### config.mk
export PLATFORM = sky130hd
export DESIGN_NAME = annexb_nal_splitter
export DESIGN_NICKNAME = d
export VERILOG_FILES = /design/src/sv/annexb_pkg.sv /design/src/sv/annexb_step.sv /design/src/sv/annexb_nal_splitter.sv
export SDC_FILE = /design/constraint.sdc
export NUM_CORES = 1
export LEC_CHECK = 0
export ABC_CLOCK_PERIOD_IN_PS = 4300
export BUFFER_PORTS_ARGS = -buffer_cell sky130_fd_sc_hd__buf_4
export CAP_MARGIN = 20
export CORE_MARGIN = 3
export CORE_UTILIZATION = 55
export DETAILED_ROUTE_END_ITERATION = 16
export PLACE_DENSITY = 0.77
export SKIP_LAST_GASP = 1
export SLEW_MARGIN = 10
export SYNTH_ARGS = -nofsm -noshare
export SYNTH_HDL_FRONTEND = slang
export SYNTH_HIERARCHICAL = 1
export SYNTH_SLANG_ARGS = --single-unit
### constraint.sdc
create_clock -name clk -period 4.3 [get_ports clk]
set_clock_uncertainty 0.05 [all_clocks]
set_input_delay 0.645 -clock clk [delete_from_list [all_inputs] [get_ports clk]]
set_output_delay 0.645 -clock clk [all_outputs]
set_load 0.02 [all_outputs]
### src/sv/annexb_pkg.sv
// Shared types for the Annex-B NAL unit splitter.
// Holds the parser state record and the result record; no dependencies.
package annexb_pkg;

	localparam logic [7:0] BYTE_ZERO   = 8'h00;
	localparam logic [7:0] BYTE_ONE    = 8'h01;
	localparam logic [4:0] TYPE_MASK   = 5'h1f;
	localparam logic [4:0] TYPE_SPS    = 5'd7;
	localparam logic [4:0] TYPE_PPS    = 5'd8;

	typedef struct packed {
		logic       inside_unit;
		logic [7:0] zero_run;
		logic       run_saturated;
		logic       unit_has_bytes;
		logic [4:0] current_type;
		logic       current_is_sps;
		logic       current_is_pps;
		logic       sps_seen;
		logic       pps_seen;
	} parse_state_t;

	typedef struct packed {
		logic       emit;
		logic [7:0] out_byte;
		logic       has_byte;
		logic [7:0] zeros_before;
		logic       zero_run_overflow;
		logic       unit_first;
		logic [4:0] unit_type;
		logic       unit_end;
		logic       first_sps;
		logic       first_pps;
		logic       packet_done;
		logic       sps_found;
		logic       pps_found;
	} result_t;

endpackage

### src/sv/annexb_step.sv
// Per-byte parser step: next parser state and the optional result for one byte.
// Pure combinational; uses annexb_pkg.
module annexb_step import annexb_pkg::*; #(
	parameter int ZERO_RUN_MAX = 255
) (
	input  parse_state_t st,
	input  logic [7:0]   data_byte,
	input  logic         last_byte,
	output parse_state_t nxt,
	output result_t      res
);

	localparam int RunCapInt = (ZERO_RUN_MAX > 255) ? 255 : ZERO_RUN_MAX;
	localparam logic [7:0] RunCap = RunCapInt[7:0];

	logic       is_zero;
	logic       is_start;
	logic [4:0] first_type;

	assign is_zero    = (data_byte == BYTE_ZERO);
	assign is_start   = (data_byte == BYTE_ONE) && (st.zero_run >= 8'd2);
	assign first_type = (st.zero_run != 8'd0) ? 5'd0 : (data_byte[4:0] & TYPE_MASK);

	always_comb begin
		nxt = st;
		res = '0;
		if (is_zero) begin
			if (st.zero_run < RunCap)
				nxt.zero_run = st.zero_run + 8'd1;
			else
				nxt.run_saturated = 1'b1;
		end else if (is_start) begin
			// close the open unit; the held zeros belong to the start code
			if (st.inside_unit && st.unit_has_bytes) begin
				res.emit      = 1'b1;
				res.unit_end  = 1'b1;
				res.unit_type = st.current_type;
				res.first_sps = st.current_is_sps;
				res.first_pps = st.current_is_pps;
			end
			nxt.inside_unit    = 1'b1;
			nxt.unit_has_bytes = 1'b0;
			nxt.current_type   = 5'd0;
			nxt.current_is_sps = 1'b0;
			nxt.current_is_pps = 1'b0;
			nxt.zero_run       = 8'd0;
			nxt.run_saturated  = 1'b0;
		end else begin
			if (st.inside_unit) begin
				if (!st.unit_has_bytes) begin
					nxt.current_type   = first_type;
					nxt.current_is_sps = (first_type == TYPE_SPS) && !st.sps_seen;
					nxt.current_is_pps = (first_type == TYPE_PPS) && !st.pps_seen;
					if (first_type == TYPE_SPS)
						nxt.sps_seen = 1'b1;
					if (first_type == TYPE_PPS)
						nxt.pps_seen = 1'b1;
				end
				res.emit              = 1'b1;
				res.out_byte          = data_byte;
				res.has_byte          = 1'b1;
				res.zeros_before      = st.zero_run;
				res.zero_run_overflow = st.run_saturated;
				res.unit_first        = !st.unit_has_bytes;
				res.unit_type         = nxt.current_type;
				res.first_sps         = nxt.current_is_sps;
				res.first_pps         = nxt.current_is_pps;
				nxt.unit_has_bytes    = 1'b1;
			end
			nxt.zero_run      = 8'd0;
			nxt.run_saturated = 1'b0;
		end

		if (last_byte) begin
			// drop held zeros, report the summary, clear for the next packet
			if (nxt.inside_unit && nxt.unit_has_bytes) begin
				res.unit_type = nxt.current_type;
				res.first_sps = nxt.current_is_sps;
				res.first_pps = nxt.current_is_pps;
				res.unit_end  = 1'b1;
			end
			res.emit        = 1'b1;
			res.packet_done = 1'b1;
			res.sps_found   = nxt.sps_seen;
			res.pps_found   = nxt.pps_seen;
			nxt             = '0;
		end
	end

endmodule

### src/sv/annexb_nal_splitter.sv
// Annex-B NAL unit splitter: top level with input register, parser state and
// result register. Depends on annexb_pkg and annexb_step.
//
// Usage:
//   Feed one packet byte per request on the input channel (data_byte, last_byte,
//   in_valid / in_stall). Results leave on the output channel (out_valid /
//   out_stall) with one port per field. A byte gives zero or one result; the
//   byte marked last_byte always gives one, carrying packet_done and the
//   sps_found / pps_found summary, and then the parser clears for the next packet.
//   An accepted byte waits in the input register; its result loads into the
//   result register as the byte advances, and out_valid rises with it.
//   Throughput: one byte per cycle unless a result is held up by out_stall; the
//   parser step is a byte compare and an 8-bit counter update between the input
//   register and the result register.
//   Zero bytes and bytes before the first start code, other than the last_byte,
//   give no result and never wait on the output side.
//   Reset (arst_n low) empties both registers and clears the parser state.
//   While out_stall holds a result, a byte that has a result of its own waits in
//   the input register and in_stall rises; bytes without a result pass through.
module annexb_nal_splitter import annexb_pkg::*; #(
	parameter int ZERO_RUN_MAX = 255
) (
	input  logic       clk,
	input  logic       arst_n,
	input  logic       in_valid,
	output logic       in_stall,
	input  logic [7:0] data_byte,
	input  logic       last_byte,
	output logic       out_valid,
	input  logic       out_stall,
	output logic [7:0] out_byte,
	output logic       has_byte,
	output logic [7:0] zeros_before,
	output logic       zero_run_overflow,
	output logic       unit_first,
	output logic [4:0] unit_type,
	output logic       unit_end,
	output logic       first_sps,
	output logic       first_pps,
	output logic       packet_done,
	output logic       sps_found,
	output logic       pps_found
);

	logic         valid_s1;
	logic [7:0]   data_s1;
	logic         last_s1;
	parse_state_t state_q;
	parse_state_t state_nxt;
	result_t      res;
	result_t      res_q;
	logic         out_valid_q;
	logic         out_blocked;
	logic         advance;
	logic         accept;

	annexb_step #(
		.ZERO_RUN_MAX(ZERO_RUN_MAX)
	) u_step (
		.st        (state_q),
		.data_byte (data_s1),
		.last_byte (last_s1),
		.nxt       (state_nxt),
		.res       (res)
	);

	assign out_blocked = out_valid_q && out_stall;
	assign advance     = valid_s1 && !(res.emit && out_blocked);
	assign in_stall    = valid_s1 && !advance;
	assign accept      = in_valid && !in_stall;

	always_ff @(posedge clk or negedge arst_n) begin
		if (!arst_n) begin
			valid_s1 <= 1'b0;
		end else if (accept) begin
			valid_s1 <= 1'b1;
		end else if (advance) begin
			valid_s1 <= 1'b0;
		end
	end

	always_ff @(posedge clk) begin
		if (accept) begin
			data_s1 <= data_byte;
			last_s1 <= last_byte;
		end
	end

	always_ff @(posedge clk or negedge arst_n) begin
		if (!arst_n) begin
			state_q <= '0;
		end else if (advance) begin
			state_q <= state_nxt;
		end
	end

	// hold the result while stalled, load a new one when the slot frees
	always_ff @(posedge clk or negedge arst_n) begin
		if (!arst_n) begin
			out_valid_q <= 1'b0;
		end else if (advance && res.emit) begin
			out_valid_q <= 1'b1;
		end else if (!out_stall) begin
			out_valid_q <= 1'b0;
		end
	end

	always_ff @(posedge clk) begin
		if (advance && res.emit) begin
			res_q <= res;
		end
	end

	assign out_valid         = out_valid_q;
	assign out_byte          = res_q.out_byte;
	assign has_byte          = res_q.has_byte;
	assign zeros_before      = res_q.zeros_before;
	assign zero_run_overflow = res_q.zero_run_overflow;
	assign unit_first        = res_q.unit_first;
	assign unit_type         = res_q.unit_type;
	assign unit_end          = res_q.unit_end;
	assign first_sps         = res_q.first_sps;
	assign first_pps         = res_q.first_pps;
	assign packet_done       = res_q.packet_done;
	assign sps_found         = res_q.sps_found;
	assign pps_found         = res_q.pps_found;

endmodule

==> run metrics, run 1 <==
post-detailed-placement half-perimeter wirelength 4620 um; Post-Syn Instances roughly 300; start-to-end type of the worst setup path register to output port; final non-filler cell area about 0.0038 mm2; Initial DRT Pass Iterations 4; count of hold buffers inserted by post-cts repair 0; clock-pin slew on the worst setup and hold paths 70 ps; total routed wirelength ~7100 um; Synth top area share around 36%; Synth Register Bits 61; crit path cell chain inv_1 -> ha_1 -> nor4_1 -> nand3_1 -> a21oi_1 -> buf_4 -> or3_1 -> nand4_1 -> inv_1 -> buf_4; worst-case clock buffer depth 2; post-route minimum period 3710 ps; starting density of the core a little under three fifths; Num Clock Sinks 61; count of different cell masters after synthesis 36; TritonCTS clock tree yes; non-filler instance count after layout about 420; DRC errors left 0; vias 2482; total clock buffers created by CTS 9; leading cell types by total area after synthesis sky130_fd_sc_hd__edfxtp_1, sky130_fd_sc_hd__dfrtp_1, sky130_fd_sc_hd__o211ai_2; Iteration-0 DRC Markers 298; antenna-violating nets left 0; number of placement rows 27; Hold Vio Cnt, Final 0; highest cell delay on the worst timing path between 500 and 600 ps; maximum fanout count along the critical path 11; number of levels the H-tree was split into 3; Slew @ Worst Pin a little over 900 ps; number of nets at the end of the flow 355; fraction of layout cells with a size suffix above 1 between 20% and 30%; vias per cell around 6.0; antenna diode count 0; Post-synth EDFFs 39; area added between synthesis and finish 17.1%; final worst path period share 86.3%; number of nets in the synthesized netlist 315; IO buf count between 40 and 50; global placer's final weighted congestion 0.917; average wire length per cell after detail routing 17.2 um; xor-xnor portion of the synthesized cell area 0.546%; average size of a mapped cell 10.7 um2; fraction of the mapped netlist area in simple logic gates approximately a quarter; leakage power summed over all cells 1.52 nW; area enclosed by the die boundary 0.00679 mm2; Largest delay share family, worst path simple AND/OR/NAND/NOR gates; predominant post-synthesis flop cell sky130_fd_sc_hd__edfxtp_1; power per cell area 340 mW/mm2; maximum vdd ir drop 0.238 mV; fraction of synthesized area in multiplexers 0.312%; Die X 82.4 um; fraction of the mapped netlist area in compound gates 13.4%; root cell of the clock tree sky130_fd_sc_hd__clkbuf_8; worst path bufs/invs 4; worst rel slew slack 37.9%; largest net degree at the start of global routing 26; Max Clk Rate roughly 270 MHz; I/O pin cnt between 40 and 50; worst hold path type primary input to asynchronous set/reset pin; filler cell count in the final layout 458; die boundary height 82.4 um; commonest cells in the netlist sky130_fd_sc_hd__edfxtp_1, sky130_fd_sc_hd__nand2_1, sky130_fd_sc_hd__nand2b_1, sky130_fd_sc_hd__nand4_1, sky130_fd_sc_hd__dfrtp_1; number of pins exceeding their max-slew limit in the final report 0; Synthesis Warnings 6; sequential-to-total area share from yosys stat 53.6%; antenna violations before repair 0; adder and majority cell fraction of the synthesized area approximately 1.2%; first-pass GRT wire length 11600 um; status finished clean; core footprint between 0.005 and 0.006 mm2; number of global-route vias before repair about 2300; Min Hold Slack roughly 140 ps; dpl cell area approximately 0.0036 mm2; slowest stage cell, crit path sky130_fd_sc_hd__nor4_1; number of buffers inserted by post-CTS setup repair 0; number of gates resized after CTS 0; Crit path arrival time 3010 ps; Crit. End Element output port; CP required around 3600 ps; placed instance count 400; leading area contributor after synthesis sky130_fd_sc_hd__edfxtp_1; clock insertion delay at the later pin of the skew report 340 ps; async set-or-reset flop fraction in the synthesized netlist 36.1%; post-synthesis instance area roughly 0.0032 mm2; sum of overflow across all layers after global routing 0; Max-cap violations 0; utilization after layout 67.4%; main combinational cell family by area after synthesis simple AND/OR/NAND/NOR gates; RSZ-0062 raised after global routing no; final setup vio count 0; setup TNS 0 ps; total global-route track usage 23.2%; type of origin of the critical path register
-- final timing paths --
kind	start	endpoint	slack (ps)	cells after the start
setup reg to reg	state_q[11]	zeros_before[5]	930	10
min in group clk	data_byte[7]	data_s1[7]	420	1
max in group asynchronous	arst_n	state_q[10]	3810	1
hold / removal	arst_n	state_q[9]	140	1
setup / recovery	state_q[11]	in_stall	590	10
hold reg to reg	state_q[0]	state_q[0]	490	2
-- power breakdown --
part	leakage [nW]	internal [mW]	switching, mW
Clock	0.0837	0.268	0.241
Sequential	0.680	0.646	0.0241
Combinational	0.759	0.0371	0.0607
-- kinds of logic after synthesis --
group	after synthesis
mux	1
compound gates	53
fa+ha+maj	3
flops	61
xor+xnor	2
simple gates	155
buf+inv	24
-- registers in the layout, indices dropped and copies added (netlist names) --
register           count
state_q               20
unit_first             1
first_pps              1
pps_found              1
out_valid              1
sps_found              1
unit_type              5
last_s1                1
zero_run_overflow      1
zeros_before           8
first_sps              1
valid_s1               1
out_byte               8
has_byte               1
data_s1                8
packet_done            1
unit_end               1
-- per-stage QoR --
step                      worst slack [ps]  power, mW
after floorplan                        525      0.734
after global placement                1110      0.779
after global routing                   286       1.32
after detailed placement              1050      0.781
final                                  591       1.28
after CTS                              672       1.28
-- cell usage in the layout (no fill, tap or decap) --
master,count
sky130_fd_sc_hd__mux2i_1,1
sky130_fd_sc_hd__inv_1,5
sky130_fd_sc_hd__nor4_4,1
sky130_fd_sc_hd__xnor2_1,1
sky130_fd_sc_hd__or4_1,2
sky130_fd_sc_hd__nor2_1,17
sky130_fd_sc_hd__nand2b_1,23
sky130_fd_sc_hd__and3_1,5
sky130_fd_sc_hd__clkinvlp_4,5
sky130_fd_sc_hd__a32oi_1,1
sky130_fd_sc_hd__ha_1,3
sky130_fd_sc_hd__o21ba_2,1
sky130_fd_sc_hd__o211ai_2,20
sky130_fd_sc_hd__clkinv_4,1
sky130_fd_sc_hd__bufinv_16,1
sky130_fd_sc_hd__nor4_2,1
sky130_fd_sc_hd__nor3b_1,1
sky130_fd_sc_hd__nand2_1,39
sky130_fd_sc_hd__nand4_1,23
sky130_fd_sc_hd__and2_1,17
sky130_fd_sc_hd__or4_4,2
sky130_fd_sc_hd__nor2_4,1
sky130_fd_sc_hd__or3_1,3
sky130_fd_sc_hd__dfrtp_1,22
sky130_fd_sc_hd__xor2_1,1
sky130_fd_sc_hd__a21oi_1,16
sky130_fd_sc_hd__nor4_1,1
sky130_fd_sc_hd__and3_4,1
sky130_fd_sc_hd__buf_12,1
sky130_fd_sc_hd__edfxtp_1,39
sky130_fd_sc_hd__o21ai_0,11
sky130_fd_sc_hd__clkbuf_8,9
sky130_fd_sc_hd__o22ai_1,1
sky130_fd_sc_hd__a21boi_0,2
sky130_fd_sc_hd__buf_4,47
sky130_fd_sc_hd__nand3_1,12
sky130_fd_sc_hd__a21oi_2,1
sky130_fd_sc_hd__nor3_1,3
sky130_fd_sc_hd__nor2b_1,3
-- layer usage --
layer	global-route usage (%)	routed length [um]
met5	0	0
met4	11.6	164
met1	30.2	3010
met3	4.56	462
met2	37.0	3510
-- cell type report --
type	instances	area, um2	share of cell area, %
repair buffers	48	373	9.92
multi-input cells	214	1360	36.1
clock inverters	7	76.3	2.03
well taps	72	90.1	2.40
inverters	5	18.8	0.499
clock buffers	9	124	3.30
flip-flops and latches	61	1720	45.8
Note: power is estimated with default switching activity, not from simulation.
==> run 2: changes to the inputs <==
--- a/config.mk
+++ b/config.mk
@@ -11,6 +11,7 @@
 export CORE_MARGIN = 3
 export CORE_UTILIZATION = 55
 export DETAILED_ROUTE_END_ITERATION = 16
+export HOLD_SLACK_MARGIN = 0.15
 export PLACE_DENSITY = 0.77
 export SKIP_LAST_GASP = 1
 export SLEW_MARGIN = 10
==> run 2 against run 1 <==
  * Non-clock buffer count rose by 1
  * Register-to-register slack improved by 40 ps
  * Setup slack improved by 40 ps
  * Hold slack improved by 280 ps
  * Sequential power barely moved
  * Via count rose by 0.28%
  * Combinational power rose by 0.6%
  * Cell count rose by 0.24%
  * Count of clock-buffer cells in the layout did not move
  * Core utilization rose by 0.18 points
  * Final area rose by 0.27%
  * Maximum frequency rose by 1.1%
  * Highest routed layer unchanged
==> run metrics, run 2 (synthesis results as in run 1) <==
status finished clean; Die X 82.4 um (unchanged); depth of the worst hold-timing path 1; RSZ-0062 raised after global routing no; power per cell area 339 mW/mm2 (-0.33%); die boundary height 82.4 um (unchanged); starting density of the core 57.6% (unchanged); utilization after layout 67.6% (+0.18 points); number of gates resized after CTS 0 (unchanged); IO buf count 44 (unchanged); CP required 3610 ps (about the same); number of levels the H-tree was split into 3 (unchanged); Initial DRT Pass Iterations 4 (unchanged); sum of overflow across all layers after global routing 0 (unchanged); number of placement rows 27 (unchanged); Crit path arrival time 2970 ps (-40 ps); leakage power summed over all cells 1.53 nW (+0.27%); total clock buffers created by CTS 9 (unchanged); global placer's final weighted congestion 0.917 (unchanged); post-route minimum period 3670 ps (-40.1 ps); worst-case clock buffer depth 2 (unchanged); max reg flops 20 (unchanged); average wire length per cell after detail routing 17.1 um (-0.39%); post-detailed-placement half-perimeter wirelength 4620 um (unchanged); final worst path period share 85.3% (-0.93 points); largest net degree at the start of global routing 26 (unchanged); root cell of the clock tree sky130_fd_sc_hd__clkbuf_8; Iteration-0 DRC Markers 297 (-0.34%); number of global-route vias before repair 2336 (unchanged); DRC errors left 0 (unchanged); Crit. End Element output port; Slew @ Worst Pin 919 ps (-12.8 ps); filler cell count in the final layout 457 (-0.22%); largest register by flop count state_q; antenna-violating nets left 0 (unchanged); start-to-end type of the worst setup path register to output port; first-pass GRT wire length 11600 um (unchanged); Max Clk Rate 273 MHz (+1.1%); maximum fanout count along the critical path 11 (unchanged); worst rel slew slack 38.7% (+0.86 points); maximum vdd ir drop 0.238 mV (about the same); clock insertion delay at the later pin of the skew report 340 ps (about the same); vias 2489 (+0.28%); area added between synthesis and finish 17.4%; number of pins exceeding their max-slew limit in the final report 0 (unchanged); total routed wirelength 7130 um (-0.15%); most frequent cells in the layout sky130_fd_sc_hd__buf_4, sky130_fd_sc_hd__nand2_1, sky130_fd_sc_hd__edfxtp_1, sky130_fd_sc_hd__nand4_1, sky130_fd_sc_hd__nand2b_1; I/O pin cnt 45 (unchanged); Hold Vio Cnt, Final 0 (unchanged); antenna violations before repair 0 (unchanged); non-filler instance count after layout 417 (+0.24%); placed instance count 400 (unchanged); leading cell type in the layout, fill and taps excluded sky130_fd_sc_hd__buf_4; Num Clock Sinks 61 (unchanged); number of cells traversed by the worst register-to-register path 10 (unchanged); fraction of layout cells with a size suffix above 1 26.7% (-0.078 points); antenna diode count 0 (unchanged); Max-cap violations 0 (unchanged); core footprint 0.00557 mm2 (unchanged); clock-pin slew on the worst setup and hold paths 70 ps (about the same); vias per cell 5.97 (about the same); setup TNS 0 ps (unchanged); worst hold path type primary input to register; number of nets at the end of the flow 356 (+0.28%); type of origin of the critical path register; final setup vio count 0 (unchanged); area enclosed by the die boundary 0.00679 mm2 (unchanged); TritonCTS clock tree yes; total global-route track usage 23.2% (unchanged)
## run 2: cell types whose count changed in the layout (fill, tap and decap cells not counted)
cell and delta:
sky130_fd_sc_hd__dlygate4sd3_1 +1
## run 2: layout make-up
class | count | area [um2] | area share (%)
timing repair buffer | 49 | 383 | 10.2
sequential | 61 | 1720 | 45.7
clock buffer | 9 | 124 | 3.29
clock inverter | 7 | 76.3 | 2.03
tap | 72 | 90.1 | 2.39
multi-input combinational | 214 | 1360 | 36.0
inverter | 5 | 18.8 | 0.498
## run 2: metrics by stage
step | instance area [um2] | hold WS, ps | power [mW] | worst slack, ps
CTS | 3770 | 411 | 1.29 | 672
detailed placement | 3560 | 472 | 0.781 | 1050
global placement | 3560 | 464 | 0.779 | 1110
global route | 3770 | 408 | 1.32 | 286
finish | 3770 | 423 | 1.28 | 631
floorplan | 3210 | 299 | 0.734 | 525
## run 2: what timing repair did
item / CTS / global route
buffers inserted: 0 / 0
endpoints found under the hold margin: 22 / 0
hold buffers: 1 / 0
## run 2: worst max-delay path, cell delays in order, from the launching register on
cell and delay, ps:
sky130_fd_sc_hd__dfrtp_1 450, sky130_fd_sc_hd__inv_1 110, sky130_fd_sc_hd__ha_1 210, sky130_fd_sc_hd__nor4_1 550, sky130_fd_sc_hd__nand3_1 180, sky130_fd_sc_hd__a21oi_1 180, sky130_fd_sc_hd__buf_4 190, sky130_fd_sc_hd__or3_1 310
sky130_fd_sc_hd__nand4_1 190, sky130_fd_sc_hd__inv_1 100, sky130_fd_sc_hd__buf_4 140
## run 2: worst paths after layout
check,from,end,slack (ps)
worst max-delay path,state_q[11],in_stall,630
worst min-delay path,data_byte[7],data_s1[7],420
worst max register to register,state_q[11],zeros_before[5],970
worst min register to register,state_q[0],state_q[0],490
max in group asynchronous,arst_n,state_q[10],3250
min in group asynchronous,arst_n,state_q[9],710
## run 2: metal layers
metal  GRT usage, %  vias up  wire length [um]
met5              0        -                 0
met4           11.6        0               199
met3           4.56       23               485
met2           37.0      105              3420
met1           30.2     1189              3030
li1               -     1172                 -
## run 2: report_power, final
part / internal [mW] / total (mW) / switching, mW / leakage (nW)
combinational: 0.0377 / 0.0984 / 0.0607 / 0.763
clock: 0.268 / 0.507 / 0.239 / 0.0837
sequential: 0.647 / 0.671 / 0.0241 / 0.680
